===== src/tps_pkg.sv =====
// Shared types, codes and helpers of the timed pour sequencer.
// Used by tps_cfg, tps_step and timed_pour_sequencer; no dependencies.
`timescale 1ns / 1ps
package tps_pkg;

	localparam int unsigned TIME_W   = 20;
	localparam int unsigned CFG_IDX_W = 3;
	localparam int unsigned IN_DATA_W = 8;
	localparam int unsigned IN_USER_W = 3;
	localparam int unsigned OUT_DATA_W = 16;

	localparam logic [TIME_W-1:0] MS_MAX = {TIME_W{1'b1}};

	// configuration register indexes
	localparam logic [CFG_IDX_W-1:0] CFG_TIME_ONE  = 3'd0;
	localparam logic [CFG_IDX_W-1:0] CFG_TIME_TWO  = 3'd1;
	localparam logic [CFG_IDX_W-1:0] CFG_MIX_FIRST = 3'd2;
	localparam logic [CFG_IDX_W-1:0] CFG_MIX_SECOND = 3'd3;
	localparam logic [CFG_IDX_W-1:0] CFG_PUMP_TWO  = 3'd4;
	localparam logic [CFG_IDX_W-1:0] CFG_LOCAL     = 3'd5;

	// item kinds
	localparam logic [2:0] KIND_TICK   = 3'd0;
	localparam logic [2:0] KIND_START  = 3'd1;
	localparam logic [2:0] KIND_ABORT  = 3'd2;
	localparam logic [2:0] KIND_LOCK   = 3'd3;
	localparam logic [2:0] KIND_UNLOCK = 3'd4;

	// drinks
	localparam logic [1:0] DRINK_ONE = 2'd0;
	localparam logic [1:0] DRINK_TWO = 2'd1;
	localparam logic [1:0] DRINK_MIX = 2'd2;
	localparam logic [1:0] DRINK_ALT = 2'd3;

	// phases
	localparam logic [1:0] PH_IDLE = 2'd0;
	localparam logic [1:0] PH_DOWN = 2'd1;
	localparam logic [1:0] PH_POUR = 2'd2;
	localparam logic [1:0] PH_UP   = 2'd3;

	// gantry commands
	localparam logic [1:0] GD_STOP = 2'd0;
	localparam logic [1:0] GD_DOWN = 2'd1;
	localparam logic [1:0] GD_UP   = 2'd2;

	// LED codes
	localparam logic [2:0] LED_NONE     = 3'd0;
	localparam logic [2:0] LED_LOCAL    = 3'd4;
	localparam logic [2:0] LED_EXTERNAL = 3'd5;
	localparam logic [2:0] LED_LOCKOUT  = 3'd6;

	// status codes
	localparam logic [2:0] ST_OK      = 3'd0;
	localparam logic [2:0] ST_NEED_P2 = 3'd1;
	localparam logic [2:0] ST_BUSY    = 3'd2;
	localparam logic [2:0] ST_LOCKED  = 3'd3;
	localparam logic [2:0] ST_NO_POUR = 3'd4;

	typedef struct packed {
		logic [TIME_W-1:0] time_single_one;
		logic [TIME_W-1:0] time_single_two;
		logic [TIME_W-1:0] time_mix_first;
		logic [TIME_W-1:0] time_mix_second;
		logic              second_pump_fitted;
		logic              served_locally;
	} cfg_t;

	typedef struct packed {
		logic [2:0] kind;
		logic [1:0] drink;
		logic       bottom_reached;
		logic       top_reached;
		logic       cancel_pressed;
	} item_t;

	typedef struct packed {
		logic [1:0]        phase;
		logic [1:0]        drink;
		logic [TIME_W-1:0] elapsed;
		logic              locked;
		logic [1:0]        gantry;
		logic              pump_one;
		logic              pump_two;
		logic [2:0]        led;
	} state_t;

	typedef struct packed {
		logic [2:0] status;
		logic       locked;
		logic [1:0] phase;
		logic [2:0] led_code;
		logic       pump_two_on;
		logic       pump_one_on;
		logic [1:0] gantry_drive;
	} result_t;

	function automatic logic [2:0] idle_led(input logic served_locally);
		return served_locally ? LED_LOCAL : LED_EXTERNAL;
	endfunction

endpackage


===== src/timed_pour_sequencer.sv =====
// Top level of the timed pour sequencer: input register, step logic, state and result register.
// Depends on tps_pkg, tps_cfg and tps_step.
`timescale 1ns / 1ps
// Usage:
//   s_axis carries one item per beat: tuser holds the kind (tick, start, abort,
//   lock, unlock), tdata the drink and the switch and button levels of a tick.
//   m_axis returns exactly one result beat per input beat, in order.
//   cfg writes one of six registers by index; always ready. Write it only while
//   no result is outstanding.
// Path: an accepted beat is registered in the input register, its result in the result
//   register, which drives m_axis.
// Throughput: one item per cycle while m_axis_tready holds; the step logic is a few compares
//   on the 20-bit elapsed count between the input and result registers.
// Reset: all state clears: idle phase, gantry stopped, pumps off, LED none,
//   unlocked, all configuration zero. Both pipeline stages empty.
// Stall: a held result keeps m_axis_tdata stable; the input register still
//   takes a beat, then s_axis_tready drops until the result is taken.
module timed_pour_sequencer (
	input  logic                              clk,
	input  logic                              arst_n,
	input  logic                              s_axis_tvalid,
	output logic                              s_axis_tready,
	// [1:0] drink, [2] bottom_reached, [3] top_reached, [4] cancel_pressed
	input  logic [tps_pkg::IN_DATA_W-1:0]     s_axis_tdata,
	// [2:0] kind
	input  logic [tps_pkg::IN_USER_W-1:0]     s_axis_tuser,
	output logic                              m_axis_tvalid,
	input  logic                              m_axis_tready,
	// [1:0] gantry_drive, [2] pump_one_on, [3] pump_two_on, [6:4] led_code,
	// [8:7] phase, [9] locked, [12:10] status
	output logic [tps_pkg::OUT_DATA_W-1:0]    m_axis_tdata,
	input  logic                              cfg_valid,
	output logic                              cfg_ready,
	input  logic [tps_pkg::CFG_IDX_W-1:0]     cfg_index,
	input  logic [tps_pkg::TIME_W-1:0]        cfg_data
);
	import tps_pkg::*;

	cfg_t    cfg;
	item_t   item_s1;
	logic    vld_s1;
	result_t res_s2;
	logic    vld_s2;
	state_t  st_q;
	state_t  st_nx;
	result_t res_nx;
	logic    advance;

	assign cfg_ready = 1'b1;

	tps_cfg u_cfg (
		.clk      (clk),
		.arst_n   (arst_n),
		.wr_en    (cfg_valid & cfg_ready),
		.wr_index (cfg_index),
		.wr_data  (cfg_data),
		.cfg      (cfg)
	);

	tps_step u_step (
		.cfg   (cfg),
		.st    (st_q),
		.item  (item_s1),
		.st_nx (st_nx),
		.res   (res_nx)
	);

	assign advance       = vld_s1 && (!vld_s2 || m_axis_tready);
	assign s_axis_tready = !vld_s1 || advance;

	always_ff @(posedge clk or negedge arst_n) begin
		if (!arst_n) begin
			vld_s1 <= 1'b0;
		end else if (s_axis_tready) begin
			vld_s1 <= s_axis_tvalid;
		end
	end

	always_ff @(posedge clk) begin
		if (s_axis_tvalid && s_axis_tready) begin
			item_s1.kind           <= s_axis_tuser[2:0];
			item_s1.drink          <= s_axis_tdata[1:0];
			item_s1.bottom_reached <= s_axis_tdata[2];
			item_s1.top_reached    <= s_axis_tdata[3];
			item_s1.cancel_pressed <= s_axis_tdata[4];
		end
	end

	always_ff @(posedge clk or negedge arst_n) begin
		if (!arst_n) begin
			st_q   <= '0;
			vld_s2 <= 1'b0;
		end else begin
			if (advance)
				st_q <= st_nx;
			if (advance)
				vld_s2 <= 1'b1;
			else if (m_axis_tready)
				vld_s2 <= 1'b0;
		end
	end

	always_ff @(posedge clk) begin
		if (advance)
			res_s2 <= res_nx;
	end

	assign m_axis_tvalid = vld_s2;
	assign m_axis_tdata  = {{(OUT_DATA_W - $bits(result_t)){1'b0}}, res_s2};

	a_locked_tick_holds: assert property (@(posedge clk) disable iff (!arst_n)
		advance && item_s1.kind == KIND_TICK && st_q.locked |=> $stable(st_q))
		else $error("locked tick changed state");

	a_result_follows: assert property (@(posedge clk) disable iff (!arst_n)
		advance |=> m_axis_tvalid)
		else $error("advanced item produced no result");

	a_pour_gantry_stopped: assert property (@(posedge clk) disable iff (!arst_n)
		st_q.phase == PH_POUR |-> st_q.gantry == GD_STOP)
		else $error("gantry moving while pouring");

	a_locked_led: assert property (@(posedge clk) disable iff (!arst_n)
		advance && item_s1.kind == KIND_LOCK |=> st_q.locked && st_q.led == LED_LOCKOUT)
		else $error("lock did not take effect");

endmodule


===== src/tps_cfg.sv =====
// Configuration register file of the timed pour sequencer.
// Depends on tps_pkg.
`timescale 1ns / 1ps
module tps_cfg (
	input  logic                           clk,
	input  logic                           arst_n,
	input  logic                           wr_en,
	input  logic [tps_pkg::CFG_IDX_W-1:0]  wr_index,
	input  logic [tps_pkg::TIME_W-1:0]     wr_data,
	output tps_pkg::cfg_t                  cfg
);
	import tps_pkg::*;

	cfg_t cfg_q;

	always_ff @(posedge clk or negedge arst_n) begin
		if (!arst_n) begin
			cfg_q <= '0;
		end else if (wr_en) begin
			case (wr_index)
				CFG_TIME_ONE:   cfg_q.time_single_one <= wr_data;
				CFG_TIME_TWO:   cfg_q.time_single_two <= wr_data;
				CFG_MIX_FIRST:  cfg_q.time_mix_first <= wr_data;
				CFG_MIX_SECOND: cfg_q.time_mix_second <= wr_data;
				CFG_PUMP_TWO:   cfg_q.second_pump_fitted <= wr_data[0];
				CFG_LOCAL:      cfg_q.served_locally <= wr_data[0];
				default: ;
			endcase
		end
	end

	assign cfg = cfg_q;

endmodule


===== src/tps_step.sv =====
// Next-state and result logic for one item of the timed pour sequencer.
// Depends on tps_pkg.
`timescale 1ns / 1ps
module tps_step (
	input  tps_pkg::cfg_t    cfg,
	input  tps_pkg::state_t  st,
	input  tps_pkg::item_t   item,
	output tps_pkg::state_t  st_nx,
	output tps_pkg::result_t res
);
	import tps_pkg::*;

	function automatic state_t abort_f(input state_t s, input cfg_t c);
		state_t r;
		r = s;
		r.pump_one = 1'b0;
		if (c.second_pump_fitted)
			r.pump_two = 1'b0;
		if (!s.locked) begin
			r.gantry = GD_UP;
			r.phase  = PH_UP;
			r.led    = idle_led(c.served_locally);
		end else begin
			r.gantry = GD_STOP;
			r.phase  = PH_IDLE;
		end
		return r;
	endfunction

	state_t            nx;
	logic [2:0]        status;
	logic [1:0]        drk;
	logic [TIME_W-1:0] el_inc;
	logic              d1;
	logic              d2;
	logic              done;

	always_comb begin
		nx     = st;
		status = ST_OK;
		drk    = (item.drink == DRINK_ALT) ? DRINK_MIX : item.drink;
		el_inc = (st.elapsed != MS_MAX) ? st.elapsed + TIME_W'(1) : st.elapsed;
		d1     = 1'b0;
		d2     = 1'b0;
		case (st.drink)
			DRINK_ONE: begin
				d1 = el_inc >= cfg.time_single_one;
				done = d1;
			end
			DRINK_TWO: begin
				d2 = el_inc >= cfg.time_single_two;
				done = d2;
			end
			default: begin
				d1 = el_inc >= cfg.time_mix_first;
				d2 = el_inc >= cfg.time_mix_second;
				done = d1 && d2;
			end
		endcase

		case (item.kind)
			KIND_TICK: begin
				if (!st.locked) begin
					case (st.phase)
						PH_DOWN: begin
							if (item.bottom_reached) begin
								nx.elapsed = '0;
								if (item.cancel_pressed) begin
									nx = abort_f(nx, cfg);
								end else begin
									nx.gantry = GD_STOP;
									if (st.drink != DRINK_TWO)
										nx.pump_one = 1'b1;
									if (st.drink != DRINK_ONE)
										nx.pump_two = 1'b1;
									nx.phase = PH_POUR;
								end
							end else begin
								nx.gantry = GD_DOWN;
							end
						end
						PH_POUR: begin
							nx.elapsed = el_inc;
							if (d1)
								nx.pump_one = 1'b0;
							if (d2)
								nx.pump_two = 1'b0;
							if (done) begin
								nx.gantry = GD_UP;
								nx.phase  = PH_UP;
							end
						end
						PH_UP: begin
							if (item.top_reached) begin
								nx.gantry = GD_STOP;
								nx.phase  = PH_IDLE;
								nx.led    = idle_led(cfg.served_locally);
							end else begin
								nx.gantry = GD_UP;
							end
						end
						default: ;
					endcase
				end
			end
			KIND_START: begin
				if (drk != DRINK_ONE && !cfg.second_pump_fitted) begin
					status = ST_NEED_P2;
				end else if (st.phase != PH_IDLE) begin
					status = ST_BUSY;
				end else if (st.locked) begin
					status = ST_LOCKED;
				end else begin
					nx.drink  = drk;
					nx.gantry = GD_DOWN;
					nx.led    = {1'b0, drk} + 3'd1;
					nx.phase  = PH_DOWN;
				end
			end
			KIND_ABORT: begin
				if (st.phase == PH_IDLE)
					status = ST_NO_POUR;
				else
					nx = abort_f(st, cfg);
			end
			KIND_LOCK: begin
				if (st.phase != PH_IDLE)
					nx = abort_f(st, cfg);
				nx.locked = 1'b1;
				nx.led    = LED_LOCKOUT;
			end
			KIND_UNLOCK: begin
				nx.locked = 1'b0;
				nx.led    = idle_led(cfg.served_locally);
			end
			default: ;
		endcase
	end

	assign st_nx = nx;

	always_comb begin
		res.gantry_drive = nx.gantry;
		res.pump_one_on  = nx.pump_one;
		res.pump_two_on  = nx.pump_two;
		res.led_code     = nx.led;
		res.phase        = nx.phase;
		res.locked       = nx.locked;
		res.status       = status;
	end

endmodule


===== config.mk =====
export PLATFORM = sky130hd
export DESIGN_NAME = timed_pour_sequencer
export DESIGN_NICKNAME = d
export VERILOG_FILES = /design/src/tps_pkg.sv /design/src/timed_pour_sequencer.sv /design/src/tps_cfg.sv /design/src/tps_step.sv
export SDC_FILE = /design/constraint.sdc
export NUM_CORES = 1
export LEC_CHECK = 0
export ABC_CLOCK_PERIOD_IN_PS = 7470
export BUFFER_PORTS_ARGS = -buffer_cell sky130_fd_sc_hd__buf_2
export CORE_ASPECT_RATIO = 0.7
export CORE_MARGIN = 2
export CORE_UTILIZATION = 60
export DETAILED_ROUTE_END_ITERATION = 8
export PLACE_DENSITY_LB_ADDON = 0.1
export SLEW_MARGIN = 5
export SYNTH_ARGS = -nofsm -noshare
export SYNTH_HDL_FRONTEND = slang
export SYNTH_HIERARCHICAL = 1
export SYNTH_SLANG_ARGS = --single-unit
export TNS_END_PERCENT = 100

===== constraint.sdc =====
create_clock -name clk -period 7.47 [get_ports clk]
set_input_delay 1.494 -clock clk [delete_from_list [all_inputs] [get_ports clk]]
set_output_delay 1.494 -clock clk [all_outputs]
set_load 0.05 [all_outputs]

==> results.yml <==
final_layout:
  fin_nets: 979
  drive_gt1_share_pct: 25.9
  final_common_cell: "dfrtp_1"
  area_growth_pct: 9.27
  final-instance-count-excl-fill: 1059
  layout_common_cells: "dfrtp_1 (116), mux2_2 (87), inv_1 (86), ha_1 (85), a21oi_1 (52)"
sta:
  setup_violations: 0
  worst_pin_slew_ns: 1.03
  finalHoldViolCount: 0
  rsz0062_at_grt: "false"
  clock-skew-final_ns: 0.00912
  fin_crit_ns: 4.88
  finalCritPeriodShare_pct: 65.3
  finalMaxSlewViolations: 0
  fmax_ghz: 0.205
  final.setup.tns_ns: 0
  relSlewSlack_pct: 31.3
clocking:
  cts-buffers-inserted: 17
  htree_levels: 4
  insertion_delay_ns: 0.43
  cts.repair.resized: 0
  cts_tree: "built"
  cts_max_path_buffers: 2
  post_cts_buffers: 0
  cts.hold.buffers_added: 0
  path_clk_slew_ns: 0.06
  cts-root-buf: "clkbuf_16"
  clock-sinks: 137
global_routing:
  antenna_found_initial: 1
  grt_first_pass_wirelength_um: 32500
  track_usage_pct: 27.1
  grt-ovfl-total: 0
  grt_max_degree: 82
  grt_pass1_vias: 6219
floorplanning:
  fp.dieH_um: 105
  start_util_pct: 62.3
  die_w_um: 149
  io_pins: 58
  fp.dieArea_um2: 15600
  core_um2: 14100
  rows: 36
run_status:
  status: "completed"
logic_synthesis:
  synth_area_um2: 8780
  synth_seq_cells: 137
  synth_cells: 822
  async_flop_share_pct: 84.7
  yosys_most_used_dff: "dfrtp_1"
  avgSynthCellArea_um2: 10.7
  ys_types: 75
  yosysSeqAreaShare_pct: 40.2
  yosys_warnings: 6
  synth_edf_count: 21
power:
  peakVddDrop_uv: 164
  p_per_area_nw_per_um2: 244
  power_leakage_uw: 0.00469
routing:
  post-route-drc-count: 0
  vias: 6321
  ant_nets: 0
  wl_um: 19900
  wl_per_cell_um: 18.8
  viasPerCell: 5.97
  drtPass1Iterations: 5
  drt_iter0_markers: 561
critical_path:
  critPathMaxStageDelay_ns: 0.54
  required_ns: 7.79
  critPathSlowestCell: "xnor2_1"
  critical_path_buf_inv_count: 0
  path_class: "reg2reg"
  critical_path.top_delay_family: "compound AO/OA/AOI/OAI gates"
  end_kind: "flip-flop"
  critical_path_arrival_ns: 5.20
  crit_fanout: 7
  cp-start-kind: "flip-flop"
  path_cells: "ha_1 -> and2_1 -> nand4_4 -> nor3_4 -> nor2_1 -> nand2_1 -> xnor2_1 -> ha_1 -> a21oi_1 -> o21ai_0 -> a41oi_1 -> o21ai_0 -> a31oi_1 -> o211ai_1 -> o221a_2 -> mux2_4"
run:
  cap_violations: 0
placement:
  gp_congestion: 0.911
  place_inst: 1026
  portBuffers: 50
  hpwlAfterDp_um: 14400
min_path:
  min_path_type: "reg2reg"
cells in the mapped netlist, types with 6 or more instances:
cell,number,area [um2]
nand2_1,34,128
xnor2_1,6,52.6
clkbuf_1,12,45.0
a31oi_1,9,56.3
inv_1,86,323
mux2_2,87,980
xor2_1,6,52.6
nor2_1,51,191
dfrtp_1,116,2900
ha_1,85,1060
o21ai_0,39,195
buf_4,18,135
nand4_1,11,68.8
a211oi_1,7,52.6
nand3_1,18,90.1
mux2_4,29,435
o31ai_1,8,60.1
a21oi_1,52,260
nand2b_1,7,43.8
buf_6,7,78.8
nor2b_1,8,50.1
a21o_1,12,90.1
edfxtp_1,21,631
nor3_1,8,40.0
power by group:
group,total (uW),internal (uW),switching [uW]
Sequential,996,897,98.9
Clock,801,438,363
Combinational,541,235,306
Total,2340,1570,768
worst reg2reg max path, cell delays in order, from the launching register on:
cell and delay, ns:
dfrtp_1 0.45, ha_1 0.31, and2_1 0.24, nand4_4 0.15
nor3_4 0.09, nor2_1 0.49, nand2_1 0.18, xnor2_1 0.54
ha_1 0.37, a21oi_1 0.14, o21ai_0 0.09, a41oi_1 0.30
o21ai_0 0.17, a31oi_1 0.37, o211ai_1 0.30, o221a_2 0.33
mux2_4 0.27
routing by layer:
layer	global-route usage (%)	wire length (um)	vias up
met2	39.6	8570	210
met1	40.3	9660	3093
met4	6.73	283	0
li1	-	-	2998
met3	6.71	1360	20
met5	0	0	-
cell type report:
| type | instances | area (um2) |
|---|---|---|
| sequential | 137 | 3530 |
| clock inverter | 15 | 134 |
| multi-input combinational | 559 | 4660 |
| clock buffer | 17 | 425 |
| tap | 190 | 238 |
| timing repair buffer | 54 | 283 |
| antenna | 1 | 2.50 |
| fill | 1107 | 4500 |
| inverter | 86 | 323 |
sequential cells by signal, indices dropped and copies added (netlist names):
signal         count
vld_s1             1
u_cfg/cfg         82
item_s1            8
m_axis_tdata      13
st_q              32
m_axis_tvalid      1
kinds of logic after synthesis:
group           synth area share [%]
simple gates                    11.4
compound gates                  11.7
flops                           40.2
buf+inv                         6.91
mux                             16.2
fa+ha+maj                       12.1
xor+xnor                        1.38
other cells                   0.0855
worst paths after layout:
kind                                              to  slack (ns)                       from  cells past startpoint
setup / recovery                st_q[30]$_DFFE_PN0P_        2.59        st_q[8]$_DFFE_PN0P_                     16
hold reg to reg            u_cfg/cfg[17]$_DFFE_PN0P_        0.51  u_cfg/cfg[17]$_DFFE_PN0P_                      1
min in group asynchronous  u_cfg/cfg[48]$_DFFE_PN0P_        1.00                     arst_n                      1
max in group asynchronous  u_cfg/cfg[37]$_DFFE_PN0P_        5.07                     arst_n                      2
hold / removal             u_cfg/cfg[17]$_DFFE_PN0P_        0.51  u_cfg/cfg[17]$_DFFE_PN0P_                      1
setup reg to reg                st_q[30]$_DFFE_PN0P_        2.59        st_q[8]$_DFFE_PN0P_                     16
through the flow:
stage                     worst slack, ns  util, %  hold slack [ns]  power, uW  instance area, um2
after floorplan                      3.67        -            0.458       1400                8790
after global placement               2.88     64.1            0.487       1510                9040
after detailed placement             2.74     64.1            0.492       1540                9040
after CTS                            2.73     68.1            0.510       2350                9600
after global routing                 2.42     68.1            0.520       2470                9600
final                                2.59     68.1            0.506       2340                9600
Note: power is estimated with default switching activity, not from simulation.
